===== src/hw/rtl/jsu_pkg.sv =====
// ============================================================================
// jsu_pkg: shared types and helpers for the JSON string unescaper
// Holds the escape phase encoding, status codes, the command record that
// the front end hands to the back end, and the UTF-8 byte encoder.
// ============================================================================
`default_nettype none

package jsu_pkg;

    // Default width of the decoded byte counter.
    localparam int COUNT_WIDTH_DEF = 16;
    // Default depth of the command queue between front and back end.
    localparam int QUEUE_DEPTH_DEF = 4;

    // Configuration port geometry.
    localparam int ADDR_W           = 3;
    localparam int REG_OUT_CAPACITY = 0;
    localparam logic [15:0] CAPACITY_RESET = 16'hFFFF;

    // UTF-8 lead and continuation markers.
    localparam logic [7:0] UTF8_LEAD2 = 8'hC0;
    localparam logic [7:0] UTF8_LEAD3 = 8'hE0;
    localparam logic [7:0] UTF8_LEAD4 = 8'hF0;
    localparam logic [7:0] UTF8_CONT  = 8'h80;

    // Result status codes.
    typedef enum logic [1:0] {
        ST_OK        = 2'd0,
        ST_MALFORMED = 2'd1,
        ST_TOO_SMALL = 2'd2
    } status_t;

    // Escape parser phases.
    typedef enum logic [3:0] {
        PH_NORMAL  = 4'd0,
        PH_ESC     = 4'd1,
        PH_HI_0    = 4'd2,
        PH_HI_1    = 4'd3,
        PH_HI_2    = 4'd4,
        PH_HI_3    = 4'd5,
        PH_WANT_BS = 4'd6,
        PH_WANT_U  = 4'd7,
        PH_LO_0    = 4'd8,
        PH_LO_1    = 4'd9,
        PH_LO_2    = 4'd10,
        PH_LO_3    = 4'd11
    } phase_t;

    // One queued command: a byte sequence of seq_len bytes, optionally
    // followed by the string close record.
    typedef struct packed {
        logic [20:0] code_point;
        logic [2:0]  seq_len;
        logic        done;
        status_t     status;
        logic [15:0] length;
    } cmd_t;

    // Byte k of a sequence of length n. A length of one sends the low byte
    // as it is, which also covers raw pass-through bytes.
    function automatic logic [7:0] utf8_byte(logic [20:0] cp, logic [2:0] n,
                                             logic [1:0] k);
        logic [7:0] b;
        b = cp[7:0];
        case (n)
            3'd2: begin
                case (k)
                    2'd0:    b = UTF8_LEAD2 | {3'b000, cp[10:6]};
                    default: b = UTF8_CONT | {2'b00, cp[5:0]};
                endcase
            end
            3'd3: begin
                case (k)
                    2'd0:    b = UTF8_LEAD3 | {4'b0000, cp[15:12]};
                    2'd1:    b = UTF8_CONT | {2'b00, cp[11:6]};
                    default: b = UTF8_CONT | {2'b00, cp[5:0]};
                endcase
            end
            3'd4: begin
                case (k)
                    2'd0:    b = UTF8_LEAD4 | {5'b00000, cp[20:18]};
                    2'd1:    b = UTF8_CONT | {2'b00, cp[17:12]};
                    2'd2:    b = UTF8_CONT | {2'b00, cp[11:6]};
                    default: b = UTF8_CONT | {2'b00, cp[5:0]};
                endcase
            end
            default: b = cp[7:0];
        endcase
        return b;
    endfunction

endpackage

`default_nettype wire


===== src/hw/rtl/jsu_front.sv =====
// ============================================================================
// jsu_front: escape parser and capacity check
// Accepts up to one input request per cycle, runs the escape state machine,
// checks the output budget and writes one command per productive request.
// ============================================================================
`default_nettype none

module jsu_front #(
    parameter int COUNT_WIDTH = jsu_pkg::COUNT_WIDTH_DEF
) (
    input  wire logic         clk,
    input  wire logic         rst_n,
    input  wire logic         item_take,
    input  wire logic [7:0]   in_byte,
    input  wire logic         has_byte,
    input  wire logic         end_of_string,
    input  wire logic [15:0]  out_capacity,
    output logic              cmd_push,
    output jsu_pkg::cmd_t     cmd
);
    import jsu_pkg::*;

    localparam int CMPW = (COUNT_WIDTH >= 16) ? COUNT_WIDTH + 1 : 17;

    localparam logic [7:0] CH_QUOTE = 8'h22;
    localparam logic [7:0] CH_SLASH = 8'h2F;
    localparam logic [7:0] CH_BSL   = 8'h5C;
    localparam logic [7:0] CH_B     = 8'h62;
    localparam logic [7:0] CH_F     = 8'h66;
    localparam logic [7:0] CH_N     = 8'h6E;
    localparam logic [7:0] CH_R     = 8'h72;
    localparam logic [7:0] CH_T     = 8'h74;
    localparam logic [7:0] CH_U     = 8'h75;

    // Hex digit decode: bit 4 is the valid flag.
    function automatic logic [4:0] hex_digit(logic [7:0] b);
        logic [4:0] r;
        r = 5'd0;
        if (b inside {[8'h30:8'h39]}) begin
            r = {1'b1, b[3:0]};
        end else if (b inside {[8'h41:8'h46], [8'h61:8'h66]}) begin
            r = {1'b1, 4'(b[3:0] + 4'd9)};
        end
        return r;
    endfunction

    // Encoded length of a basic-plane code point.
    function automatic logic [2:0] utf8_len(logic [15:0] cp);
        logic [2:0] n;
        if (cp <= 16'h007F) begin
            n = 3'd1;
        end else if (cp <= 16'h07FF) begin
            n = 3'd2;
        end else begin
            n = 3'd3;
        end
        return n;
    endfunction

    phase_t                   phase_reg, phase_next, phase_byte;
    logic [15:0]              hex_reg, hex_next;
    logic [9:0]               hh_reg, hh_next;
    logic [COUNT_WIDTH-1:0]   bw_reg, bw_next, bw_after;
    status_t                  err_reg, err_next, err_after, done_status;

    logic                     take, done_take;
    logic [4:0]               dig;
    logic [15:0]              hex_shift;
    logic                     hi_range, lo_range;
    logic                     fmt_err, emit_req, emit_ok;
    logic [2:0]               emit_n, need;
    logic [20:0]              emit_cp;
    logic [CMPW-1:0]          sum_w, cap_w, bw_ext;
    logic                     cap_ge, ovf;

    // Request decode and shared digit logic.
    assign take      = item_take && has_byte && (err_reg == ST_OK);
    assign done_take = item_take && end_of_string;
    assign dig       = hex_digit(in_byte);
    assign hex_shift = {hex_reg[11:0], dig[3:0]};
    assign hi_range  = (hex_shift >= 16'hD800) && (hex_shift <= 16'hDBFF);
    assign lo_range  = (hex_shift >= 16'hDC00) && (hex_shift <= 16'hDFFF);

    // Next phase of the escape parser.
    always_comb
    begin
        phase_byte = phase_reg;
        if (take) begin
            case (phase_reg)
                PH_NORMAL: begin
                    if (in_byte == CH_BSL) phase_byte = PH_ESC;
                end
                PH_ESC: begin
                    phase_byte = (in_byte == CH_U) ? PH_HI_0 : PH_NORMAL;
                end
                PH_HI_0: if (dig[4]) phase_byte = PH_HI_1;
                PH_HI_1: if (dig[4]) phase_byte = PH_HI_2;
                PH_HI_2: if (dig[4]) phase_byte = PH_HI_3;
                PH_HI_3: begin
                    if (dig[4]) begin
                        phase_byte = (hi_range || lo_range) ? PH_WANT_BS : PH_NORMAL;
                    end
                end
                PH_WANT_BS: if (in_byte == CH_BSL) phase_byte = PH_WANT_U;
                PH_WANT_U:  if (in_byte == CH_U) phase_byte = PH_LO_0;
                PH_LO_0: if (dig[4]) phase_byte = PH_LO_1;
                PH_LO_1: if (dig[4]) phase_byte = PH_LO_2;
                PH_LO_2: if (dig[4]) phase_byte = PH_LO_3;
                PH_LO_3: if (dig[4] && lo_range) phase_byte = PH_NORMAL;
                default: phase_byte = phase_reg;
            endcase
        end
        phase_next = done_take ? PH_NORMAL : phase_byte;
    end

    // Parser outputs: emitted sequence, digit accumulation, format errors.
    always_comb
    begin
        fmt_err  = 1'b0;
        emit_req = 1'b0;
        emit_n   = 3'd0;
        emit_cp  = 21'd0;
        hex_next = hex_reg;
        hh_next  = hh_reg;
        if (take) begin
            case (phase_reg)
                PH_NORMAL: begin
                    if (in_byte != CH_BSL) begin
                        emit_req = 1'b1;
                        emit_n   = 3'd1;
                        emit_cp  = {13'd0, in_byte};
                    end
                end
                PH_ESC: begin
                    emit_req = 1'b1;
                    emit_n   = 3'd1;
                    case (in_byte)
                        CH_QUOTE, CH_BSL, CH_SLASH: emit_cp = {13'd0, in_byte};
                        CH_B: emit_cp = 21'h08;
                        CH_F: emit_cp = 21'h0C;
                        CH_N: emit_cp = 21'h0A;
                        CH_R: emit_cp = 21'h0D;
                        CH_T: emit_cp = 21'h09;
                        CH_U: begin
                            emit_req = 1'b0;
                            hex_next = 16'd0;
                        end
                        default: begin
                            emit_req = 1'b0;
                            fmt_err  = 1'b1;
                        end
                    endcase
                end
                PH_HI_0, PH_HI_1, PH_HI_2, PH_LO_0, PH_LO_1, PH_LO_2: begin
                    if (dig[4]) hex_next = hex_shift;
                    else        fmt_err  = 1'b1;
                end
                PH_HI_3: begin
                    if (!dig[4]) begin
                        fmt_err = 1'b1;
                    end else begin
                        hex_next = hex_shift;
                        if (hi_range) begin
                            hh_next = hex_shift[9:0];
                        end else if (lo_range) begin
                            fmt_err = 1'b1;
                        end else begin
                            emit_req = 1'b1;
                            emit_n   = utf8_len(hex_shift);
                            emit_cp  = {5'd0, hex_shift};
                        end
                    end
                end
                PH_WANT_BS: begin
                    if (in_byte != CH_BSL) fmt_err = 1'b1;
                end
                PH_WANT_U: begin
                    if (in_byte == CH_U) hex_next = 16'd0;
                    else                 fmt_err  = 1'b1;
                end
                PH_LO_3: begin
                    if (!dig[4]) begin
                        fmt_err = 1'b1;
                    end else begin
                        hex_next = hex_shift;
                        if (lo_range) begin
                            emit_req = 1'b1;
                            emit_n   = 3'd4;
                            emit_cp  = 21'h10000 + {1'b0, hh_reg, hex_shift[9:0]};
                        end else begin
                            fmt_err = 1'b1;
                        end
                    end
                end
                default: fmt_err = 1'b1;
            endcase
        end
    end

    // Output budget: a sequence fits if written + n + 1 <= capacity and the
    // counter does not pass its maximum.
    assign need    = emit_req ? emit_n : 3'd0;
    assign sum_w   = CMPW'(bw_reg) + CMPW'(need);
    assign cap_w   = CMPW'(out_capacity);
    assign cap_ge  = (sum_w >= cap_w);
    assign ovf     = (sum_w > CMPW'({COUNT_WIDTH{1'b1}}));
    assign emit_ok = emit_req && !cap_ge && !ovf;

    // Error, count and close status after this request.
    always_comb
    begin
        if (fmt_err) begin
            err_after = ST_MALFORMED;
        end else if (emit_req && !emit_ok) begin
            err_after = ST_TOO_SMALL;
        end else begin
            err_after = err_reg;
        end
        bw_after = emit_ok ? sum_w[COUNT_WIDTH-1:0] : bw_reg;

        if (err_after != ST_OK) begin
            done_status = err_after;
        end else if (phase_byte != PH_NORMAL) begin
            done_status = ST_MALFORMED;
        end else if (!emit_req && cap_ge) begin
            done_status = ST_TOO_SMALL;
        end else begin
            done_status = ST_OK;
        end

        err_next = done_take ? ST_OK : err_after;
        bw_next  = done_take ? '0 : bw_after;
    end

    // Command to the queue.
    assign bw_ext         = CMPW'(bw_after);
    assign cmd_push       = emit_ok || done_take;
    assign cmd.code_point = emit_cp;
    assign cmd.seq_len    = emit_ok ? emit_n : 3'd0;
    assign cmd.done       = done_take;
    assign cmd.status     = done_status;
    assign cmd.length     = bw_ext[15:0];

    // Per-string state registers.
    always_ff @(posedge clk or negedge rst_n)
    begin
        if (!rst_n) begin
            phase_reg <= PH_NORMAL;
            hex_reg   <= 16'd0;
            hh_reg    <= 10'd0;
            bw_reg    <= '0;
            err_reg   <= ST_OK;
        end else if (item_take) begin
            phase_reg <= phase_next;
            hex_reg   <= done_take ? 16'd0 : hex_next;
            hh_reg    <= done_take ? 10'd0 : hh_next;
            bw_reg    <= bw_next;
            err_reg   <= err_next;
        end
    end

    // A closed string leaves the per-string state cleared.
    a_close_clears: assert property (@(posedge clk) disable iff (!rst_n)
        done_take |=> (phase_reg == PH_NORMAL) && (err_reg == ST_OK) && (bw_reg == '0))
        else $error("string close did not clear the parser state");

    // The first error sticks until the string ends.
    a_error_sticky: assert property (@(posedge clk) disable iff (!rst_n)
        item_take && !end_of_string && (err_reg != ST_OK) |=> err_reg == $past(err_reg))
        else $error("error code changed before the string end");

    // Without an accepted request the parser holds its state.
    a_idle_holds: assert property (@(posedge clk) disable iff (!rst_n)
        !item_take |=> $stable(bw_reg) && $stable(phase_reg) && $stable(err_reg))
        else $error("parser state moved without a request");

endmodule

`default_nettype wire


===== src/hw/rtl/jsu_queue.sv =====
// ============================================================================
// jsu_queue: command queue between front and back end
// A small first-in first-out buffer of command records so that the parser
// and the byte sequencer stall independently.
// ============================================================================
`default_nettype none

module jsu_queue #(
    parameter int DEPTH = jsu_pkg::QUEUE_DEPTH_DEF
) (
    input  wire logic           clk,
    input  wire logic           rst_n,
    input  wire logic           wr_en,
    input  wire jsu_pkg::cmd_t  wr_data,
    output logic                full,
    input  wire logic           rd_en,
    output jsu_pkg::cmd_t       rd_data,
    output logic                rd_valid
);
    import jsu_pkg::*;

    localparam int PTR_W = (DEPTH > 1) ? $clog2(DEPTH) : 1;
    localparam int CNT_W = $clog2(DEPTH + 1);

    cmd_t              slot_reg [DEPTH];
    logic [PTR_W-1:0]  wr_ptr_reg, rd_ptr_reg;
    logic [CNT_W-1:0]  count_reg;
    logic              do_wr, do_rd;

    assign full     = (count_reg == CNT_W'(DEPTH));
    assign rd_valid = (count_reg != '0);
    assign rd_data  = slot_reg[rd_ptr_reg];
    assign do_wr    = wr_en && !full;
    assign do_rd    = rd_en && rd_valid;

    // Entry storage.
    always_ff @(posedge clk)
    begin
        if (do_wr) begin
            slot_reg[wr_ptr_reg] <= wr_data;
        end
    end

    // Pointers and fill count.
    always_ff @(posedge clk or negedge rst_n)
    begin
        if (!rst_n) begin
            wr_ptr_reg <= '0;
            rd_ptr_reg <= '0;
            count_reg  <= '0;
        end else begin
            if (do_wr) begin
                wr_ptr_reg <= (wr_ptr_reg == PTR_W'(DEPTH - 1)) ? '0 : wr_ptr_reg + 1'b1;
            end
            if (do_rd) begin
                rd_ptr_reg <= (rd_ptr_reg == PTR_W'(DEPTH - 1)) ? '0 : rd_ptr_reg + 1'b1;
            end
            if (do_wr && !do_rd) begin
                count_reg <= count_reg + 1'b1;
            end else if (do_rd && !do_wr) begin
                count_reg <= count_reg - 1'b1;
            end
        end
    end

endmodule

`default_nettype wire


===== src/hw/rtl/jsu_back.sv =====
// ============================================================================
// jsu_back: UTF-8 byte sequencer and result register
// Walks the head command one result per cycle unless the sink stalls:
// encoded bytes first, then the close record, into the output register.
// ============================================================================
`default_nettype none

module jsu_back (
    input  wire logic           clk,
    input  wire logic           rst_n,
    input  wire jsu_pkg::cmd_t  head,
    input  wire logic           head_valid,
    output logic                head_pop,
    input  wire logic           pop,
    output logic                empty,
    output logic [7:0]          out_byte,
    output logic                byte_valid,
    output logic                string_done,
    output logic [1:0]          status,
    output logic [15:0]         total_length
);
    import jsu_pkg::*;

    logic [2:0]   idx_reg, idx_next;
    logic         out_valid_reg, out_valid_next;
    logic [7:0]   byte_reg;
    logic         bv_reg, done_reg;
    status_t      status_reg;
    logic [15:0]  len_reg;

    logic         load, is_byte, last, taken;

    // Sequencing of the head command.
    assign taken    = pop && out_valid_reg;
    assign load     = head_valid && (!out_valid_reg || taken);
    assign is_byte  = (idx_reg < head.seq_len);
    assign last     = is_byte ? ((idx_reg + 3'd1 == head.seq_len) && !head.done) : 1'b1;
    assign head_pop = load && last;

    always_comb
    begin
        idx_next = idx_reg;
        if (load) begin
            idx_next = last ? 3'd0 : idx_reg + 3'd1;
        end
        if (load) begin
            out_valid_next = 1'b1;
        end else if (taken) begin
            out_valid_next = 1'b0;
        end else begin
            out_valid_next = out_valid_reg;
        end
    end

    // Control registers.
    always_ff @(posedge clk or negedge rst_n)
    begin
        if (!rst_n) begin
            idx_reg       <= 3'd0;
            out_valid_reg <= 1'b0;
        end else begin
            idx_reg       <= idx_next;
            out_valid_reg <= out_valid_next;
        end
    end

    // Result payload register.
    always_ff @(posedge clk)
    begin
        if (load) begin
            byte_reg   <= is_byte ? utf8_byte(head.code_point, head.seq_len, idx_reg[1:0])
                                  : 8'd0;
            bv_reg     <= is_byte;
            done_reg   <= !is_byte;
            status_reg <= is_byte ? ST_OK : head.status;
            len_reg    <= is_byte ? 16'd0 : head.length;
        end
    end

    assign empty        = !out_valid_reg;
    assign out_byte     = byte_reg;
    assign byte_valid   = bv_reg;
    assign string_done  = done_reg;
    assign status       = 2'(status_reg);
    assign total_length = len_reg;

    // The sequencer reaches the end of the bytes only on a closing command.
    a_idx_bound: assert property (@(posedge clk) disable iff (!rst_n)
        head_valid && (idx_reg >= head.seq_len) |-> head.done)
        else $error("byte index ran past a sequence without a close record");

    // Every queued command produces at least one result.
    a_no_empty_cmd: assert property (@(posedge clk) disable iff (!rst_n)
        head_valid && (head.seq_len == 3'd0) |-> head.done)
        else $error("queued command carries no result");

    // A result that does not end its command advances the byte index by one.
    a_idx_step: assert property (@(posedge clk) disable iff (!rst_n)
        load && !head_pop |=> idx_reg == $past(idx_reg) + 3'd1)
        else $error("byte index did not advance");

endmodule

`default_nettype wire


===== src/hw/rtl/json_string_unescape_utf8_core.sv =====
// Flow: the edge that accepts a request writes its command into the queue;
// the result register loads from the queue head whenever it is free.
// Throughput: one input request per cycle while the command queue has room;
// one result per cycle leaves the result register while the sink pops, and a
// request that yields k results holds the byte sequencer until all are loaded.
// Reset: asynchronous, clears the parser, queue and result valid flag; the
// capacity register returns to 65535.
// ============================================================================
// json_string_unescape_utf8_core: JSON string body unescaper with UTF-8 out
// Top level: configuration register, parser front end, command queue and
// byte sequencer back end.
// ============================================================================
`default_nettype none

module json_string_unescape_utf8_core #(
    parameter int COUNT_WIDTH = jsu_pkg::COUNT_WIDTH_DEF,
    parameter int QUEUE_DEPTH = jsu_pkg::QUEUE_DEPTH_DEF
) (
    input  wire logic                        clk,
    input  wire logic                        rst_n,
    input  wire logic                        push,
    output logic                             full,
    input  wire logic [7:0]                  in_byte,
    input  wire logic                        has_byte,
    input  wire logic                        end_of_string,
    input  wire logic                        pop,
    output logic                             empty,
    output logic [7:0]                       out_byte,
    output logic                             byte_valid,
    output logic                             string_done,
    output logic [1:0]                       status,
    output logic [15:0]                      total_length,
    input  wire logic                        psel,
    input  wire logic                        penable,
    input  wire logic                        pwrite,
    input  wire logic [jsu_pkg::ADDR_W-1:0]  paddr,
    input  wire logic [31:0]                 pwdata,
    output logic [31:0]                      prdata,
    output logic                             pready
);
    import jsu_pkg::*;

    localparam int REG_W = ADDR_W - 2;

    logic [15:0]  cap_reg;
    logic         cfg_wr, cap_sel;
    logic         item_take;
    logic         cmd_push, q_full, head_valid, head_pop;
    cmd_t         cmd, head;

    // Configuration register.
    assign pready  = 1'b1;
    assign cap_sel = (paddr[ADDR_W-1:2] == REG_W'(REG_OUT_CAPACITY));
    assign cfg_wr  = psel && penable && pwrite && cap_sel;
    assign prdata  = cap_sel ? {16'd0, cap_reg} : 32'd0;

    always_ff @(posedge clk or negedge rst_n)
    begin
        if (!rst_n) begin
            cap_reg <= CAPACITY_RESET;
        end else if (cfg_wr) begin
            cap_reg <= pwdata[15:0];
        end
    end

    // Input acceptance.
    assign full      = q_full;
    assign item_take = push && !q_full;

    jsu_front #(
        .COUNT_WIDTH (COUNT_WIDTH)
    ) u_front (
        .clk           (clk),
        .rst_n         (rst_n),
        .item_take     (item_take),
        .in_byte       (in_byte),
        .has_byte      (has_byte),
        .end_of_string (end_of_string),
        .out_capacity  (cap_reg),
        .cmd_push      (cmd_push),
        .cmd           (cmd)
    );

    jsu_queue #(
        .DEPTH (QUEUE_DEPTH)
    ) u_queue (
        .clk      (clk),
        .rst_n    (rst_n),
        .wr_en    (cmd_push),
        .wr_data  (cmd),
        .full     (q_full),
        .rd_en    (head_pop),
        .rd_data  (head),
        .rd_valid (head_valid)
    );

    jsu_back u_back (
        .clk          (clk),
        .rst_n        (rst_n),
        .head         (head),
        .head_valid   (head_valid),
        .head_pop     (head_pop),
        .pop          (pop),
        .empty        (empty),
        .out_byte     (out_byte),
        .byte_valid   (byte_valid),
        .string_done  (string_done),
        .status       (status),
        .total_length (total_length)
    );

endmodule

`default_nettype wire


===== config.mk =====
export PLATFORM = sky130hd
export DESIGN_NAME = json_string_unescape_utf8_core
export DESIGN_NICKNAME = d
export VERILOG_FILES = /design/src/hw/rtl/jsu_pkg.sv /design/src/hw/rtl/jsu_front.sv /design/src/hw/rtl/jsu_queue.sv /design/src/hw/rtl/jsu_back.sv /design/src/hw/rtl/json_string_unescape_utf8_core.sv
export SDC_FILE = /design/constraint.sdc
export NUM_CORES = 1
export LEC_CHECK = 0
export ABC_CLOCK_PERIOD_IN_PS = 6800
export BUFFER_PORTS_ARGS = -buffer_cell sky130_fd_sc_hd__buf_2
export CORE_UTILIZATION = 36
export CTS_CLUSTER_DIAMETER = 100
export CTS_CLUSTER_SIZE = 14
export DETAILED_ROUTE_END_ITERATION = 12
export HOLD_SLACK_MARGIN = 0.1
export PLACE_DENSITY = 0.58
export SLEW_MARGIN = 30
export SYNTH_ARGS = -nofsm -noshare
export SYNTH_HDL_FRONTEND = slang
export SYNTH_HIERARCHICAL = 1
export SYNTH_SLANG_ARGS = --single-unit
export TNS_END_PERCENT = 10

===== constraint.sdc =====
create_clock -name clk -period 6.8 [get_ports clk]
set_input_delay 0.68 -clock clk [delete_from_list [all_inputs] [get_ports clk]]
set_output_delay 0.68 -clock clk [all_outputs]
set_load 0.005 [all_outputs]

== Word-level counts from Yosys, hierarchy flattened ==
Memory sizes are Yosys's and may differ from the RTL's.
Cells that the tools add are included.

* Register bits: 99
* Bits in latches: 0
* RAM bits: 172
* ROM bits: 0
* Input port bits: 52
* Output and inout port bits: 63
* Logic and storage cells: 222
* Memories: 1

{| class="wikitable"
|+ Memories
! name !! words !! width !! read ports !! clocked after memory_dff !! write ports !! RTL line !! source
|-
| u_queue.slot_reg || 4 || 43 || 1 || 0 || 1 || jsu_queue.sv:25 || <nowiki>cmd_t slot_reg [DEPTH];</nowiki>
|}

* Add/sub/neg operators: 8
* Multiply operators: 0
* Divide/modulo/power cells: 0
* $lt $le $gt $ge: 15
* Equality and inequality tests: 32
* Shift-type cells: 0
* Multiplexer cells: 89
* Bitwise operators: 1
* Reductions and logical operators: 60

{| class="wikitable"
|+ Operators by type and width
! cell !! number
|-
| $mux W21 || 5
|-
| $pmux W21 S4 || 1
|-
| $mux W16 || 4
|-
| $eq A8 B7 Y1 const B || 7
|-
| $mux W4 || 13
|-
| $mux W10 || 5
|-
| $mux W12 || 4
|-
| $pmux W4 S12 || 1
|-
| $pmux W8 S6 || 1
|-
| $mux W3 || 13
|-
| $ge A16 B16 Y1 const B || 2
|-
| $le A16 B16 Y1 const B || 2
|-
| $logic_and A1 B1 Y1 || 25
|-
| $pmux W12 S2 || 1
|-
| $pmux W8 S3 || 1
|-
| $mux W1 || 22
|-
| $add A17 B20 Y21 const A || 1
|-
| $pmux W7 S3 || 1
|-
| $mux W2 || 9
|-
| $add A16 B3 Y17 || 1
|-
| $ge A17 B16 Y1 || 1
|-
| $gt A17 B16 Y1 const B || 1
|-
| $eq A4 B3 Y1 const B || 4
|-
| $eq A4 B4 Y1 const B || 4
|-
| other kinds (42) || 76
|}

== Depth between registers and ports, before layout ==
* Word-level depth: 25
* Depth in mapped cells: 33
* Depth with buffers taken out: 31

== By module ==
Netlist, hierarchy kept.

{| class="wikitable"
|+ By module, submodules not included
! module !! times used !! cells each !! area an instance (sq um) !! sequential area each (sq um)
|-
| jsu_queue || 1 || 262 || 6723.9 || 5340.1
|-
| jsu_front || 1 || 468 || 3970.1 || 1101.1
|-
| jsu_back || 1 || 166 || 1885.6 || 940.9
|-
| json_string_unescape_utf8_core || 1 || 71 || 925.9 || 420.4
|}

== Worst setup path after synthesis ==
No wires, ideal clock.

* Path kind: input to register
* Start point: input port in_byte[0]
* End point: memory u_queue/slot_reg[3][0] (netlist name) (enable)
* Setup time: 0.405 ns
* Data arrival time: 6.503 ns
* Required time: 6.395 ns
* Setup slack: -0.108 ns
* Stages: 26
* Path buffers: 2
* Cells stage by stage: inv_1 > ha_1 > and3b_1 > and3_1 > nor3_1 > o21ba_1 > a21o_1 > a211oi_1 > fa_1 > a21oi_1 > nor2_1 > and3_1 > and3_1 > xor2_1 > ha_1 > a21o_1 > a21o_1 > a21oi_1 > o221ai_1 > a2111oi_4 > buf_6 > nor2_2 > inv_1 > nor2b_1 > buf_6 > and2_1

* Word-level cells in the longest chain between the ends: 23
* Elaborated cells between the ends (all ways): 62
* Classes of those cells: 2 x add/sub; 14 x order compare; 9 x eq/ne; 24 x mux; 13 x reduce/logical

{| class="wikitable"
|+ RTL lines
! item !! RTL line !! source
|-
| start: declaration || json_string_unescape_utf8_core.sv:23 || <nowiki>input wire logic [7:0] in_byte,</nowiki>
|-
| $ge A8 B7 Y1 / $le A8 B7 Y1 (equally long branches) || jsu_front.sv:41 || <nowiki>end else if (b inside {[8'h41:8'h46], [8'h61:8'h66]}) begin</nowiki>
|-
| $logic_and A1 B1 Y1 || jsu_front.sv:41 ||
|-
| $reduce_bool A2 Y1 || jsu_front.sv:41 ||
|-
| $mux W5 || jsu_front.sv:41 ||
|-
| $mux W5 || jsu_front.sv:39 || <nowiki>if (b inside {[8'h30:8'h39]}) begin</nowiki>
|-
| $le A16 B11 Y1 || jsu_front.sv:52 || <nowiki>end else if (cp <= 16'h07FF) begin</nowiki>
|-
| $mux W1 || jsu_front.sv:52 ||
|-
| $mux W3 || jsu_front.sv:50 || <nowiki>if (cp <= 16'h007F) begin</nowiki>
|-
| [... 9 more ...] || -- ||
|-
| $logic_and A1 B1 Y1 || jsu_front.sv:207 || <nowiki>assign emit_ok = emit_req && !cap_ge && !ovf;</nowiki>
|-
| $logic_and A1 B1 Y1 (*) || jsu_front.sv:207 ||
|-
| $logic_or A1 B1 Y1 (*) || jsu_front.sv:237 || <nowiki>assign cmd_push = emit_ok || done_take;</nowiki>
|-
| via cmd_push || json_string_unescape_utf8_core.sv:48 || <nowiki>logic cmd_push, q_full, head_valid, head_pop;</nowiki>
|-
| $logic_and A1 B1 Y1 (*) || jsu_queue.sv:33 || <nowiki>assign do_wr = wr_en && !full;</nowiki>
|-
| via u_queue.do_wr || jsu_queue.sv:28 || <nowiki>logic do_wr, do_rd;</nowiki>
|-
| $mux W1 (*) || jsu_queue.sv:39 || <nowiki>if (do_wr) begin</nowiki>
|-
| $mux W1 (not written as such) (*) || jsu_queue.sv:40 || <nowiki>slot_reg[wr_ptr_reg] <= wr_data;</nowiki>
|-
| end: declaration || jsu_queue.sv:25 ||
|}

The timed path passes the listed nets; every way through them passes the cells marked *.

== Final worst setup path ==
* Start point: register u_front.phase_reg[3]
* End point: register u_queue.count_reg[2]

* Word-level cells in the longest chain between the ends: 14
* Elaborated cells between the ends (all ways): 23
* Classes of those cells: 1 x add/sub; 2 x order compare; 3 x eq/ne; 6 x mux; 11 x reduce/logical

{| class="wikitable"
|+ RTL lines
! item !! RTL line !! source
|-
| start: declaration || jsu_front.sv:60 || <nowiki>phase_t phase_reg, phase_next, phase_byte;</nowiki>
|-
| start signal: assignment || jsu_front.sv:254 || <nowiki>phase_reg <= phase_next;</nowiki>
|-
| $eq A4 B4 Y1 (tied with other cells) || jsu_front.sv:126 || <nowiki>case (phase_reg)</nowiki>
|-
| $pmux W3 S4 / $pmux W1 S4 (equally long branches) || jsu_front.sv:126 ||
|-
| $mux W3 / $mux W1 (equally long branches) || jsu_front.sv:125 || <nowiki>if (take) begin</nowiki>
|-
| $mux W3 || jsu_front.sv:202 || <nowiki>assign need = emit_req ? emit_n : 3'd0;</nowiki>
|-
| $add A16 B3 Y17 || jsu_front.sv:203 || <nowiki>assign sum_w = CMPW'(bw_reg) + CMPW'(need);</nowiki>
|-
| $ge A17 B16 Y1 || jsu_front.sv:205 || <nowiki>assign cap_ge = (sum_w >= cap_w);</nowiki>
|-
| $logic_not A1 Y1 || jsu_front.sv:207 ||
|-
| $logic_and A1 B1 Y1 || jsu_front.sv:207 ||
|-
| $logic_and A1 B1 Y1 (*) || jsu_front.sv:207 ||
|-
| $logic_or A1 B1 Y1 (*) || jsu_front.sv:237 ||
|-
| via cmd_push || json_string_unescape_utf8_core.sv:48 ||
|-
| $logic_and A1 B1 Y1 (*) || jsu_queue.sv:33 ||
|-
| $logic_not A1 Y1 || jsu_queue.sv:60 || <nowiki>end else if (do_rd && !do_wr) begin</nowiki>
|-
| $logic_and A1 B1 Y1 || jsu_queue.sv:60 ||
|-
| $reduce_bool A2 Y1 (no line) || -- ||
|-
| end signal: assignment || jsu_queue.sv:59 || <nowiki>count_reg <= count_reg + 1'b1;</nowiki>
|-
| end signal: assignment || jsu_queue.sv:61 || <nowiki>count_reg <= count_reg - 1'b1;</nowiki>
|-
| end: declaration || jsu_queue.sv:27 || <nowiki>logic [CNT_W-1:0] count_reg;</nowiki>
|}

Marks and branches as above.
A chain may end at the register's enable or synchronous reset.

==> impl_metrics.yaml <==
layout:
  layout_common_cells: "sky130_fd_sc_hd__edfxtp_1 (200), sky130_fd_sc_hd__buf_2 (78), sky130_fd_sc_hd__buf_4 (54), sky130_fd_sc_hd__nor2_1 (54), sky130_fd_sc_hd__dfrtp_1 (53)"
  largest_register_ff_count: 172
  diodes: 0
  layout_commonest_cell: "sky130_fd_sc_hd__edfxtp_1"
  layout-drive-gt1-share_pct: 25.0
  nFillCells: 3394
  post-route-util_pct: 41.6
  layout.nets: 1172
  synthToLayoutAreaGrowth_pct: 13.3
detailed_routing:
  met2RoutedLength_um: 13300
  drt-vias-per-instance: 5.26
  drtPass1Iterations: 5
  wirelength_um: 28900
  met3_wirelength_um: 1280
  detail_route.wl_per_cell_um: 18.5
  postRouteAntennaNets: 0
  first_iter_violations: 580
  dr_vias: 8231
  top_layer_used_by_detailed_routing: "met4"
  residual_drc: 0
  wirelength_met1_um: 13900
worst_setup_path:
  worst-endpoint-required_ns: 7.24
  ff2ff_path_depth: 28
  path_buf_inv: 2
  critPathKind: "flop to flop"
  startpoint_type: "flop"
  worst-r2r-setup-slack_ns: 0.62
  worstSetupEndpointType: "flop"
  r2r-end: "u_queue/count_reg[2]"
  reg2reg_start: "u_front/phase_reg[3]"
  crit_start: "u_front/phase_reg[3]"
  kind_of_cell_adding_the_most_delay_to_the_critical_path: "compound AO/OA/AOI/OAI gates"
  critPathSlowestCell: "sky130_fd_sc_hd__dfrtp_1"
  critPathMaxStageDelay_ns: 0.57
  critical_path_arrival_ns: 6.62
  critical_path.max_fanout: 17
  path_length_in_cells_of_the_critical_path: 28
sta:
  maxSlewViolCount: 0
  final.period_utilization_pct: 90.9
  setup-violations-final: 0
  min_period_ns: 6.18
  normalized_max_slew_margin_pct: 40.5
  achievable-frequency_ghz: 0.162
  fin_skew_ns: 0.0111
  finalHoldWorstSlack_ns: 0.394
  final-hold-violation-count: 0
  final_critical_path_setup_slack_ns: 0.620
  setup-tns-final_ns: 0
  rsz0062_at_grt: "false"
  actual_slew_at_the_worst_max_slew_pin_ns: 0.892
place:
  gp_routability_congestion: 0.817
  placement.io_buffers: 79
  dp_hpwl_um: 20700
  dp_slack_ns: 0.109
die:
  ioPinCount: 115
  row_count: 70
  die_h_um: 196
  die_width_um: 196
  floorplan.initialDensity_pct: 36.7
  fp.coreArea_sq_um: 36800
  fp.dieArea_sq_um: 38300
status:
  run_status: "finished, final reports clean"
yosys:
  ys_ff_latch: 271
  ys_top_cells_by_area: "sky130_fd_sc_hd__edfxtp_1 (44%), sky130_fd_sc_hd__dfrtp_1 (10%), sky130_fd_sc_hd__mux4_2 (6.3%), sky130_fd_sc_hd__ha_1 (3.4%), sky130_fd_sc_hd__dfstp_2 (3.1%)"
  yosys.area.top_type_share_pct: 44.5
  synth-edff-count: 200
  syn_area_per_cell_sq_um: 14.0
  ys_dominant_reg_cell: "sky130_fd_sc_hd__edfxtp_1"
  yosys.area.top_type: "sky130_fd_sc_hd__edfxtp_1"
  synth.cell_area_sq_um: 13500
  async_flop_share_pct: 26.2
  synth_warnings: 6
  yosysSeqAreaShare_pct: 57.8
  synthDistinctLibCells: 90
  post_synthesis_cells: 967
pwr:
  peakVddDrop_uv: 166
  cellPowerDensity_nw_per_um2: 372
  netSwitchingPower_uw: 1860
  power_total_uw: 5690
  power.clock.fraction_pct: 21.2
  sw_frac_of_total_pct: 32.7
  static-leakage-power_uw: 0.00615
  internal_power_uw: 3830
  seq_power_share_pct: 42.7
  power.share.combinational_pct: 36.2
cts:
  cts-htree-levels: 1
  cts_post_setup_buffers_inserted: 0
  cts_buffers: 23
  max-clock-path-buffers: 3
  holdBufCountCts: 1
  worst_skew_pair.late_latency_ns: 0.52
  clock_sink_count: 271
  cells_resized_by_post_cts_repair: 0
  cts_tree: "yes"
  cts_root_buf: "sky130_fd_sc_hd__clkbuf_16"
  clkSlewWorstSetupHoldPaths_ns: 0.07
flow_run:
  max_cap_violations: 0
min_path:
  min_delay_worst_endpoint: "cap_reg[2]"
  hold-path-cell-count: 2
  hold_class: "input pin to flop"
  hold_path_startpoint: "pwdata[2]"
global_routing:
  overflow: 0
  grt_util_all_layers_pct: 15.2
  grt_antenna_before_repair: 0
  grt_max_degree: 54
  first_global_vias: 8096
  grt_first_pass_wirelength_um: 46000
[cells in the mapped netlist, types with 9 or more instances]
master	count
sky130_fd_sc_hd__a21o_1	9
sky130_fd_sc_hd__dfrtp_1	55
sky130_fd_sc_hd__ha_1	37
sky130_fd_sc_hd__edfxtp_1	200
sky130_fd_sc_hd__mux2i_1	17
sky130_fd_sc_hd__o21ai_0	16
sky130_fd_sc_hd__nand3_1	14
sky130_fd_sc_hd__clkbuf_1	15
sky130_fd_sc_hd__inv_1	46
sky130_fd_sc_hd__and2_1	27
sky130_fd_sc_hd__nor2_1	55
sky130_fd_sc_hd__nor2b_1	19
sky130_fd_sc_hd__buf_4	20
sky130_fd_sc_hd__a22oi_1	13
sky130_fd_sc_hd__mux2_4	12
sky130_fd_sc_hd__a21oi_1	18
sky130_fd_sc_hd__nand2b_1	11
sky130_fd_sc_hd__dfstp_2	16
sky130_fd_sc_hd__buf_2	17
sky130_fd_sc_hd__xnor2_1	18
sky130_fd_sc_hd__a32o_1	15
sky130_fd_sc_hd__xor2_1	18
sky130_fd_sc_hd__a22o_1	26
sky130_fd_sc_hd__nand2_1	52
sky130_fd_sc_hd__mux4_2	38
sky130_fd_sc_hd__and3_1	10
sky130_fd_sc_hd__nor3_1	16
sky130_fd_sc_hd__mux2_2	13
[worst reg2reg max path: cells and delay by family, from the launching register on]
family,cells,cell delay (ns)
and+or+nand+nor,9,1.34
DFF,1,0.57
adders and majority gates,5,1.46
xor gates and xnor gates,3,0.52
buffers and inverters,2,0.18
AOI/OAI and AO/OA,9,2.05
[logic make-up after synthesis]
| group | after synthesis | share of synthesized area (%) |
|---|---|---|
| xor+xnor | 37 | 2.51 |
| mux | 85 | 11.0 |
| compound gates | 168 | 9.92 |
| flops | 271 | 57.8 |
| other cells | 2 | 0.0556 |
| buf+inv | 113 | 4.79 |
| simple gates | 252 | 10.2 |
| fa+ha+maj | 39 | 3.72 |
[layout make-up]
class / instances / area [sq um] / area share (%)
multi-input cells: 598 / 5130 / 33.5
well taps: 468 / 586 / 3.83
clock buffers: 39 / 636 / 4.16
repair buffers: 140 / 946 / 6.18
flip-flops and latches: 271 / 7800 / 51.0
clock inverters: 3 / 22.5 / 0.147
inverters: 47 / 176 / 1.15
[worst max path at each step]
stage / endpoint
6_report: u_queue/count_reg[2]
3_5_place_dp: u_queue/count_reg[2]
2_1_floorplan: u_queue/slot_reg[1][0]
3_3_place_gp: u_queue/count_reg[2]
5_1_grt: u_queue/count_reg[2]
4_1_cts: u_queue/count_reg[2]
[routing by layer]
metal  up-vias  GRT usage [%]
li1       3878              -
met1      4098           22.6
met2       226           23.9
met3        29           1.75
met4         0           3.73
met5         -              0
[per-stage QoR]
step                      cells  area [sq um]
after CTS                  1566         15300
final                      1566         15300
after floorplan             982         13600
after global routing       1566         15300
after global placement     1523         14600
after detailed placement   1523         14600
[power groups by stage]
stage	Clock [uW]	Sequential (uW)	Combinational [uW]
global route	1300	2480	2270
detailed placement	0	2470	2080
finish	1200	2430	2060
CTS	1240	2440	2090
global placement	0	2460	2070
floorplan	0	2400	1530
Note: power is estimated with default switching activity, not from simulation.
